<file path="src/rtl/core/hbl_pkg.sv">
// Shared types, character constants and the hex digit decoder for the hex
// byte list parser. No dependencies.
`timescale 1ns / 1ps

package hbl_pkg;

  localparam logic [7:0] CHAR_END   = 8'h00;
  localparam logic [7:0] CHAR_ZERO  = 8'h30;  // '0'
  localparam logic [7:0] CHAR_NINE  = 8'h39;  // '9'
  localparam logic [7:0] CHAR_UC_A  = 8'h41;  // 'A'
  localparam logic [7:0] CHAR_UC_F  = 8'h46;  // 'F'
  localparam logic [7:0] CHAR_LC_A  = 8'h61;  // 'a'
  localparam logic [7:0] CHAR_LC_F  = 8'h66;  // 'f'
  localparam logic [7:0] DIGIT_TEN  = 8'd10;
  localparam logic [4:0] HEX_NONE   = 5'd16;
  localparam int unsigned NIBBLE_W  = 4;

  localparam logic [15:0] CAP_RESET = 16'hFFFF;

  // Configuration register indexes
  typedef enum logic [2:0] {
    REG_SEP_LOW   = 3'd0,
    REG_SEP_HIGH  = 3'd1,
    REG_BLANK_LOW = 3'd2,
    REG_BLANK_HIGH = 3'd3,
    REG_CAPACITY  = 3'd4
  } reg_idx_e;

  typedef enum logic [1:0] {
    ST_OK        = 2'd0,
    ST_BAD_DIGIT = 2'd1,
    ST_BAD_CHAR  = 2'd2,
    ST_FULL      = 2'd3
  } status_e;

  typedef struct packed {
    logic [63:0] sep_low;
    logic [63:0] sep_high;
    logic [63:0] blank_low;
    logic [63:0] blank_high;
    logic [15:0] capacity;
  } cfg_t;

  typedef struct packed {
    logic        byte_valid;
    logic [7:0]  byte_value;
    logic        text_done;
    status_e     parse_status;
    logic [15:0] bytes_so_far;
  } result_t;

  // 0..15 for a hex digit, HEX_NONE otherwise
  function automatic logic [4:0] hex_value(input logic [7:0] c);
    logic [7:0] v;
    v = 8'd0;
    if (c >= CHAR_ZERO && c <= CHAR_NINE) begin
      v = c - CHAR_ZERO;
      return v[4:0];
    end else if (c >= CHAR_UC_A && c <= CHAR_UC_F) begin
      v = c - CHAR_UC_A + DIGIT_TEN;
      return v[4:0];
    end else if (c >= CHAR_LC_A && c <= CHAR_LC_F) begin
      v = c - CHAR_LC_A + DIGIT_TEN;
      return v[4:0];
    end
    return HEX_NONE;
  endfunction

  // Map lookup: codes 128 and up are in no map
  function automatic logic in_map(input logic [63:0] lo, input logic [63:0] hi,
                                  input logic [7:0] c);
    if (c[7]) begin
      return 1'b0;
    end else if (c[6]) begin
      return hi[c[5:0]];
    end
    return lo[c[5:0]];
  endfunction

endpackage

</file>
<file path="src/rtl/core/hex_byte_list_parser_top.sv">
// Top level of the hex byte list parser: input register, parse step and
// result register. Depends on hbl_pkg, hbl_cfg_regs and hbl_parse_core.
// Each character is parsed from the input register into the result register.
// Throughput: one character per cycle; ready drops only while the result register
// holds a result that the sink does not take.
// Reset (rst_ni low, asynchronous): empty pipeline, parser expecting a high digit,
// count zero, maps cleared, capacity 65535.
`timescale 1ns / 1ps

module hex_byte_list_parser_top import hbl_pkg::*; (
  input  logic        clk_i,
  input  logic        rst_ni,
  // APB configuration
  input  logic        psel,
  input  logic        penable,
  input  logic        pwrite,
  input  logic [5:0]  paddr,
  input  logic [63:0] pwdata,
  output logic [63:0] prdata,
  output logic        pready,
  // character stream
  input  logic        s_axis_tvalid,
  output logic        s_axis_tready,
  input  logic [7:0]  s_axis_tdata,   // [7:0] text_char
  // result stream
  output logic        m_axis_tvalid,
  input  logic        m_axis_tready,
  output logic [23:0] m_axis_tdata,   // [7:0] byte_value, [23:8] bytes_so_far
  output logic [2:0]  m_axis_tuser,   // [0] byte_valid, [2:1] parse_status
  output logic        m_axis_tlast    // text_done
);

  cfg_t    cfg;
  logic    in_valid_q;
  logic [7:0] in_char_q;
  logic    out_free, step;
  logic    res_valid;
  result_t res;
  logic    out_valid_q;
  result_t out_q;

  hbl_cfg_regs u_cfg (
    .clk_i   (clk_i),
    .rst_ni  (rst_ni),
    .psel    (psel),
    .penable (penable),
    .pwrite  (pwrite),
    .paddr   (paddr),
    .pwdata  (pwdata),
    .prdata  (prdata),
    .pready  (pready),
    .cfg_o   (cfg)
  );

  assign out_free      = !out_valid_q || m_axis_tready;
  assign step          = in_valid_q && out_free;
  assign s_axis_tready = !in_valid_q || step;

  always_ff @(posedge clk_i or negedge rst_ni) begin
    if (!rst_ni) begin
      in_valid_q <= 1'b0;
    end else if (s_axis_tready) begin
      in_valid_q <= s_axis_tvalid;
    end
  end

  always_ff @(posedge clk_i) begin
    if (s_axis_tready && s_axis_tvalid) begin
      in_char_q <= s_axis_tdata;
    end
  end

  hbl_parse_core u_core (
    .clk_i       (clk_i),
    .rst_ni      (rst_ni),
    .step_i      (step),
    .char_i      (in_char_q),
    .cfg_i       (cfg),
    .res_valid_o (res_valid),
    .res_o       (res)
  );

  // Hold the result until the sink takes it
  always_ff @(posedge clk_i or negedge rst_ni) begin
    if (!rst_ni) begin
      out_valid_q <= 1'b0;
    end else if (out_free) begin
      out_valid_q <= step && res_valid;
    end
  end

  always_ff @(posedge clk_i) begin
    if (out_free && step && res_valid) begin
      out_q <= res;
    end
  end

  assign m_axis_tvalid = out_valid_q;
  assign m_axis_tdata  = {out_q.bytes_so_far, out_q.byte_value};
  assign m_axis_tuser  = {out_q.parse_status, out_q.byte_valid};
  assign m_axis_tlast  = out_q.text_done;

endmodule

</file>
<file path="src/rtl/core/hbl_cfg_regs.sv">
// APB-style configuration registers of the hex byte list parser: character
// maps and byte capacity. Depends on hbl_pkg.
`timescale 1ns / 1ps

module hbl_cfg_regs import hbl_pkg::*; (
  input  logic        clk_i,
  input  logic        rst_ni,
  input  logic        psel,
  input  logic        penable,
  input  logic        pwrite,
  input  logic [5:0]  paddr,
  input  logic [63:0] pwdata,
  output logic [63:0] prdata,
  output logic        pready,
  output cfg_t        cfg_o
);

  cfg_t     cfg_q;
  reg_idx_e idx;
  logic     wr_en;

  assign pready = 1'b1;
  assign idx    = reg_idx_e'(paddr[5:3]);
  assign wr_en  = psel && penable && pwrite && pready;
  assign cfg_o  = cfg_q;

  always_ff @(posedge clk_i or negedge rst_ni) begin
    if (!rst_ni) begin
      cfg_q.sep_low    <= '0;
      cfg_q.sep_high   <= '0;
      cfg_q.blank_low  <= '0;
      cfg_q.blank_high <= '0;
      cfg_q.capacity   <= CAP_RESET;
    end else if (wr_en) begin
      case (idx)
        REG_SEP_LOW:    cfg_q.sep_low    <= pwdata;
        REG_SEP_HIGH:   cfg_q.sep_high   <= pwdata;
        REG_BLANK_LOW:  cfg_q.blank_low  <= pwdata;
        REG_BLANK_HIGH: cfg_q.blank_high <= pwdata;
        REG_CAPACITY:   cfg_q.capacity   <= pwdata[15:0];
        default: ;  // drop writes outside the register list
      endcase
    end
  end

  always_comb begin
    case (idx)
      REG_SEP_LOW:    prdata = cfg_q.sep_low;
      REG_SEP_HIGH:   prdata = cfg_q.sep_high;
      REG_BLANK_LOW:  prdata = cfg_q.blank_low;
      REG_BLANK_HIGH: prdata = cfg_q.blank_high;
      REG_CAPACITY:   prdata = {48'd0, cfg_q.capacity};
      default:        prdata = '0;
    endcase
  end

endmodule

</file>
<file path="src/rtl/core/hbl_parse_core.sv">
// Parser state and one-character step logic: classify the character, advance
// the phase and form at most one result. Depends on hbl_pkg.
`timescale 1ns / 1ps

module hbl_parse_core import hbl_pkg::*; (
  input  logic       clk_i,
  input  logic       rst_ni,
  input  logic       step_i,
  input  logic [7:0] char_i,
  input  cfg_t       cfg_i,
  output logic       res_valid_o,
  output result_t    res_o
);

  typedef enum logic [1:0] {
    PH_HIGH = 2'd0,
    PH_LOW  = 2'd1,
    PH_SEP  = 2'd2,
    PH_DROP = 2'd3
  } phase_e;

  phase_e      phase_q, phase_d;
  logic [3:0]  nib_q, nib_d;
  logic [15:0] count_q, count_d;

  logic        is_end, is_blank, is_sep;
  logic [4:0]  hex;
  logic        do_emit, emit_done, do_fail, do_finish;
  logic [7:0]  emit_val;
  phase_e      emit_next;
  status_e     fail_st;
  logic        full;
  logic [15:0] count_inc;

  assign is_end    = (char_i == CHAR_END);
  assign is_blank  = in_map(cfg_i.blank_low, cfg_i.blank_high, char_i);
  assign is_sep    = !is_blank && in_map(cfg_i.sep_low, cfg_i.sep_high, char_i);
  assign hex       = hex_value(char_i);
  assign full      = (count_q >= cfg_i.capacity);
  assign count_inc = count_q + 16'd1;

  // Decide what the character does
  always_comb begin
    do_emit   = 1'b0;
    emit_done = 1'b0;
    emit_val  = 8'd0;
    emit_next = PH_HIGH;
    do_fail   = 1'b0;
    fail_st   = ST_OK;
    do_finish = 1'b0;
    phase_d   = phase_q;
    nib_d     = nib_q;
    count_d   = count_q;
    unique case (phase_q)
      PH_HIGH: begin
        if (is_end) begin
          do_finish = 1'b1;
        end else if (is_blank) begin
          phase_d = PH_HIGH;
        end else if (is_sep) begin
          do_emit = 1'b1;
        end else if (hex[4]) begin
          do_fail = 1'b1;
          fail_st = ST_BAD_DIGIT;
        end else begin
          nib_d   = hex[3:0];
          phase_d = PH_LOW;
        end
      end
      PH_LOW: begin
        emit_val = {4'd0, nib_q};
        if (is_end) begin
          do_emit   = 1'b1;
          emit_done = 1'b1;
        end else if (is_blank) begin
          do_emit   = 1'b1;
          emit_next = PH_SEP;
        end else if (is_sep) begin
          do_emit = 1'b1;
        end else if (hex[4]) begin
          do_fail = 1'b1;
          fail_st = ST_BAD_DIGIT;
        end else begin
          do_emit   = 1'b1;
          emit_val  = {nib_q, hex[3:0]};
          emit_next = PH_SEP;
        end
      end
      PH_SEP: begin
        if (is_end) begin
          do_finish = 1'b1;
        end else if (is_blank) begin
          phase_d = PH_SEP;
        end else if (is_sep) begin
          phase_d = PH_HIGH;
        end else begin
          do_fail = 1'b1;
          fail_st = ST_BAD_CHAR;
        end
      end
      PH_DROP: begin
        if (is_end) begin
          phase_d = PH_HIGH;
          nib_d   = '0;
          count_d = '0;
        end
      end
    endcase

    // A byte past the capacity turns into an error
    if (do_emit && full) begin
      do_emit = 1'b0;
      do_fail = 1'b1;
      fail_st = ST_FULL;
    end

    res_valid_o        = do_emit || do_fail || do_finish;
    res_o.byte_valid   = do_emit;
    res_o.byte_value   = do_emit ? emit_val : 8'd0;
    res_o.text_done    = do_fail || do_finish || (do_emit && emit_done);
    res_o.parse_status = fail_st;
    res_o.bytes_so_far = do_emit ? count_inc : count_q;

    if (do_fail) begin
      phase_d = PH_DROP;
      nib_d   = '0;
      count_d = '0;
    end else if (do_finish || (do_emit && emit_done)) begin
      phase_d = PH_HIGH;
      nib_d   = '0;
      count_d = '0;
    end else if (do_emit) begin
      phase_d = emit_next;
      count_d = count_inc;
    end
  end

  always_ff @(posedge clk_i or negedge rst_ni) begin
    if (!rst_ni) begin
      phase_q <= PH_HIGH;
      nib_q   <= '0;
      count_q <= '0;
    end else if (step_i) begin
      phase_q <= phase_d;
      nib_q   <= nib_d;
      count_q <= count_d;
    end
  end

  a_byte_is_ok: assert property (@(posedge clk_i) disable iff (!rst_ni)
    res_valid_o && res_o.byte_valid |-> res_o.parse_status == ST_OK)
    else $error("byte result carries an error status");

  a_error_ends_text: assert property (@(posedge clk_i) disable iff (!rst_ni)
    res_valid_o && res_o.parse_status != ST_OK |-> res_o.text_done && !res_o.byte_valid)
    else $error("error result does not close the text");

  a_done_clears_count: assert property (@(posedge clk_i) disable iff (!rst_ni)
    step_i && res_valid_o && res_o.text_done |=> count_q == 16'd0)
    else $error("byte count not cleared after end of text");

  a_error_drops: assert property (@(posedge clk_i) disable iff (!rst_ni)
    step_i && res_valid_o && res_o.parse_status != ST_OK |=> phase_q == PH_DROP)
    else $error("parser not discarding after an error");

  a_drop_silent: assert property (@(posedge clk_i) disable iff (!rst_ni)
    phase_q == PH_DROP |-> !res_valid_o)
    else $error("result produced while discarding");

endmodule

</file>
<file path="config.mk">
export PLATFORM = sky130hd
export DESIGN_NAME = hex_byte_list_parser_top
export DESIGN_NICKNAME = d
export VERILOG_FILES = /design/src/rtl/core/hbl_pkg.sv /design/src/rtl/core/hex_byte_list_parser_top.sv /design/src/rtl/core/hbl_cfg_regs.sv /design/src/rtl/core/hbl_parse_core.sv
export SDC_FILE = /design/constraint.sdc
export NUM_CORES = 1
export LEC_CHECK = 0
export BUFFER_PORTS_ARGS = -buffer_cell sky130_fd_sc_hd__buf_2
export CORE_ASPECT_RATIO = 1.75
export CORE_MARGIN = 2
export CORE_UTILIZATION = 40
export DETAILED_ROUTE_END_ITERATION = 8
export PLACE_DENSITY = 0.57
export SETUP_SLACK_MARGIN = 0.4
export SYNTH_ARGS = -nofsm -noshare
export SYNTH_HDL_FRONTEND = slang
export SYNTH_SLANG_ARGS = --single-unit
</file>
<file path="constraint.sdc">
create_clock -name clk_i -period 3.8 [get_ports clk_i]
set_input_delay 0.19 -clock clk_i [delete_from_list [all_inputs] [get_ports clk_i]]
set_output_delay 0.19 -clock clk_i [all_outputs]
set_load 0.01 [all_outputs]
</file>
==> impl_metrics.ini <==
[yosys]
syn_inst = 1363
syn_nets = 1475
yosysUniqueCellTypes = 77
avgSynthCellArea_sq_um = 13.3
synth_top_area_share = 0.387
ys_ff_latch = 332
synth_edf_count = 36
ys_top_cells_by_area = dfrtp_1, mux2_2, mux4_2, edfxtp_1, mux2i_1
synthArstFlopShare = 0.892
syn_area_sq_um = 18100
synth_top_area_cell = dfrtp_1
seq_area_frac_synth = 0.470
yosysWarnings = 0
yosys_most_used_dff = dfrtp_1

[finish]
final_cell_area_sq_um = 22500
layout_commonest_cell = mux2_2
syn_to_final_growth_pct = 24.2
diodes = 0
final_cell_mix = mux2_2, dfrtp_1, buf_2, mux4_2, dlygate4sd3_1
drive_gt1_frac = 0.472
nets = 1762

[route]
wl_met3_um = 1910
vias_per_cell = 5.67
drtIter0Drc = 874
antenna_left = 0
dr.max_layer_used = met4
wirelength_um = 53700
wl_per_cell_um = 23.8
vias = 12800
wl_met2_um = 28800
drtPass1Iterations = 4
drc = 0
wl_met1_um = 20500

[timing]
tns_ns = 0
tightest_slew_ns = 0.970
finClkSkew_ns = 0.0100
hold_violations = 0
finalCriticalPeriod_ns = 3.63
setup_viol = 0
grt_setup_unrepaired = yes
drv_slew = 0
max-slew-margin-rel = 0.353
fin_crit_sh = 0.955
max_freq_mhz = 275

[power]
switching_share = 0.310
ir_drop_mv = 0.404
power_frac_clock = 0.289
p_seq_frac = 0.415
switching_power_uw = 3660
p_leak_uw = 0.00983
internal_power_uw = 8150
pwr-share-comb = 0.296
pwr_density_cell_nw_per_um2 = 525

[worst_setup_path]
critical_path.max_fanout = 9
endpoint_kind = flip-flop
critPathRequiredTime_ns = 4.28
start_kind = flip-flop
worst-endpoint-arrival_ns = 4.11
r2r_slack_ns = 0.17
r2r_start = in_char_q[0]$_DFFE_PP_
r2r_cells = 12
path_class = flip-flop to flip-flop
crit_end = u_core.nib_q[0]$_DFFE_PN0P_
crit_start = in_char_q[0]$_DFFE_PP_
regToRegEndpoint = u_core.nib_q[0]$_DFFE_PN0P_

[clock_tree]
cts_tree = built
clk_pin_slew_ns = 0.07
cts_buffers = 31
h-tree-depth = 1
clockBufferDepth = 3
root_buffer = clkbuf_16
insertion_delay_ns = 0.59
clock-sinks = 332

[worst_hold_path]
min_path_type = input port to async pin

[floorplan]
rows = 103
die_h_um = 285
start_util = 0.403
die_width_um = 165
num_io_pins = 180
die_area_sq_um = 47100
core_sq_um = 45000

[grt]
global_route.overflow_total = 0
grt_usage = 0.230
grt_pass1_wl_um = 82400
grt_pass1_vias = 13500
grt_max_degree = 99
antenna_found_initial = 0

[placed_design]
portBuffers = 175
hpwl_um = 36900
placed_area_sq_um = 20100
place.gp.congestion = 0.858

[job]
maxCapViolations = 0

[outcome]
status = finished clean
## final cells by class
type	instances	area, sq um
clock inverters	13	179
fillers	3928	22500
multi-input cells	903	9370
repair buffers	344	2640
flip-flops and latches	332	8510
inverters	38	146
clock buffers	45	931
well taps	577	722
## synth_stat cells, drive strengths merged, types with 14 or more instances
| library cell | n |
|---|---|
| mux2 | 298 |
| dfrtp | 280 |
| mux4 | 84 |
| mux2i | 64 |
| clkbuf | 59 |
| nor2b | 55 |
| a22oi | 45 |
| nand2 | 41 |
| nor2 | 41 |
| o21ai | 39 |
| inv | 38 |
| edfxtp | 36 |
| buf | 32 |
| ha | 27 |
| nand2b | 25 |
| o22ai | 23 |
| a21oi | 19 |
| dfstp | 16 |
| and3 | 14 |
| nand3 | 14 |
| xnor2 | 14 |
## registers in the layout, summed over array words and instances (netlist names)
name,count
u_cfg.cfg_o,272
m_axis_tuser,3
m_axis_tdata,24
u_core.count_q,16
in_char_q,8
m_axis_tvalid,1
m_axis_tlast,1
in_valid_q,1
u_core.nib_q,4
u_core.phase_q,2
## power by group through the flow
stage	Combinational (uW)	Sequential (uW)	Clock, uW
floorplan	2070	4830	0
global placement	3180	4940	0
detailed placement	3220	4970	0
CTS	3500	4910	3490
global route	3770	5000	3630
finish	3490	4900	3410
## kinds of logic (layout without fill, tap and decap cells)
logic type / after synthesis / count (layout) / share of synthesized area
AND/OR/NAND/NOR: 223 / 224 / 0.0667
AO/OA/AOI/OAI: 191 / 191 / 0.0802
buffers and inverters: 129 / 440 / 0.0324
flip-flops: 332 / 332 / 0.470
adder cells (fa/ha/maj): 27 / 27 / 0.0187
XOR/XNOR: 14 / 14 / 0.00677
multiplexers: 446 / 446 / 0.325
other: 1 / 1 / 0.000207
## per-layer routing
layer / global-route usage / vias up
met4: 0.100 / 0
li1: - / 5711
met5: 0 / -
met1: 0.274 / 6625
met2: 0.416 / 344
met3: 0.0229 / 91
## worst min path at each step
stage | depth (start not counted) | endpoint | start
after global placement | 1 | u_core.count_q[14]$_DFFE_PN0P_ | rst_ni
after floorplan | 0 | in_valid_q$_DFFE_PN0N_ | rst_ni
after global routing | 2 | u_core.count_q[13]$_DFFE_PN0P_ | rst_ni
final | 2 | u_core.count_q[15]$_DFFE_PN0P_ | rst_ni
after CTS | 2 | u_core.count_q[15]$_DFFE_PN0P_ | rst_ni
after detailed placement | 1 | u_core.count_q[14]$_DFFE_PN0P_ | rst_ni
## worst max-delay path, cell delays in order (launching register included)
cell       delay, ns
edfxtp_1        0.37
buf_12          0.15
bufbuf_16       0.29
buf_4           0.16
mux4_2          0.53
o22a_1          0.25
a221oi_2        0.30
a211o_2         0.24
nand2_4         0.12
or3b_1          0.42
and2_4          0.16
a21oi_4         0.19
mux2_4          0.32
## stage by stage
stage	utilization	total power [uW]	hold WS (ns)	worst slack (ns)	cells
finish	0.500	11800	0.226	0.170	2252
global route	0.500	12400	0.302	0.0933	2252
CTS	0.498	11900	0.274	0.197	2251
detailed placement	0.447	8200	0.311	0.0456	2096
global placement	0.447	8120	0.311	0.0899	2096
floorplan	-	6900	-0.106	0.311	1363
## timing repair
action                                 4_1_cts  5_1_grt
setup endpoints to repair                   77       75
hold buffers                                76        0
gates cloned                                 4        0
buffers inserted                            17        1
pin swaps                                   31       17
gates resized for setup                     42       26
endpoints found under the hold margin      365        0
Note: power is estimated with default switching activity, not from simulation.
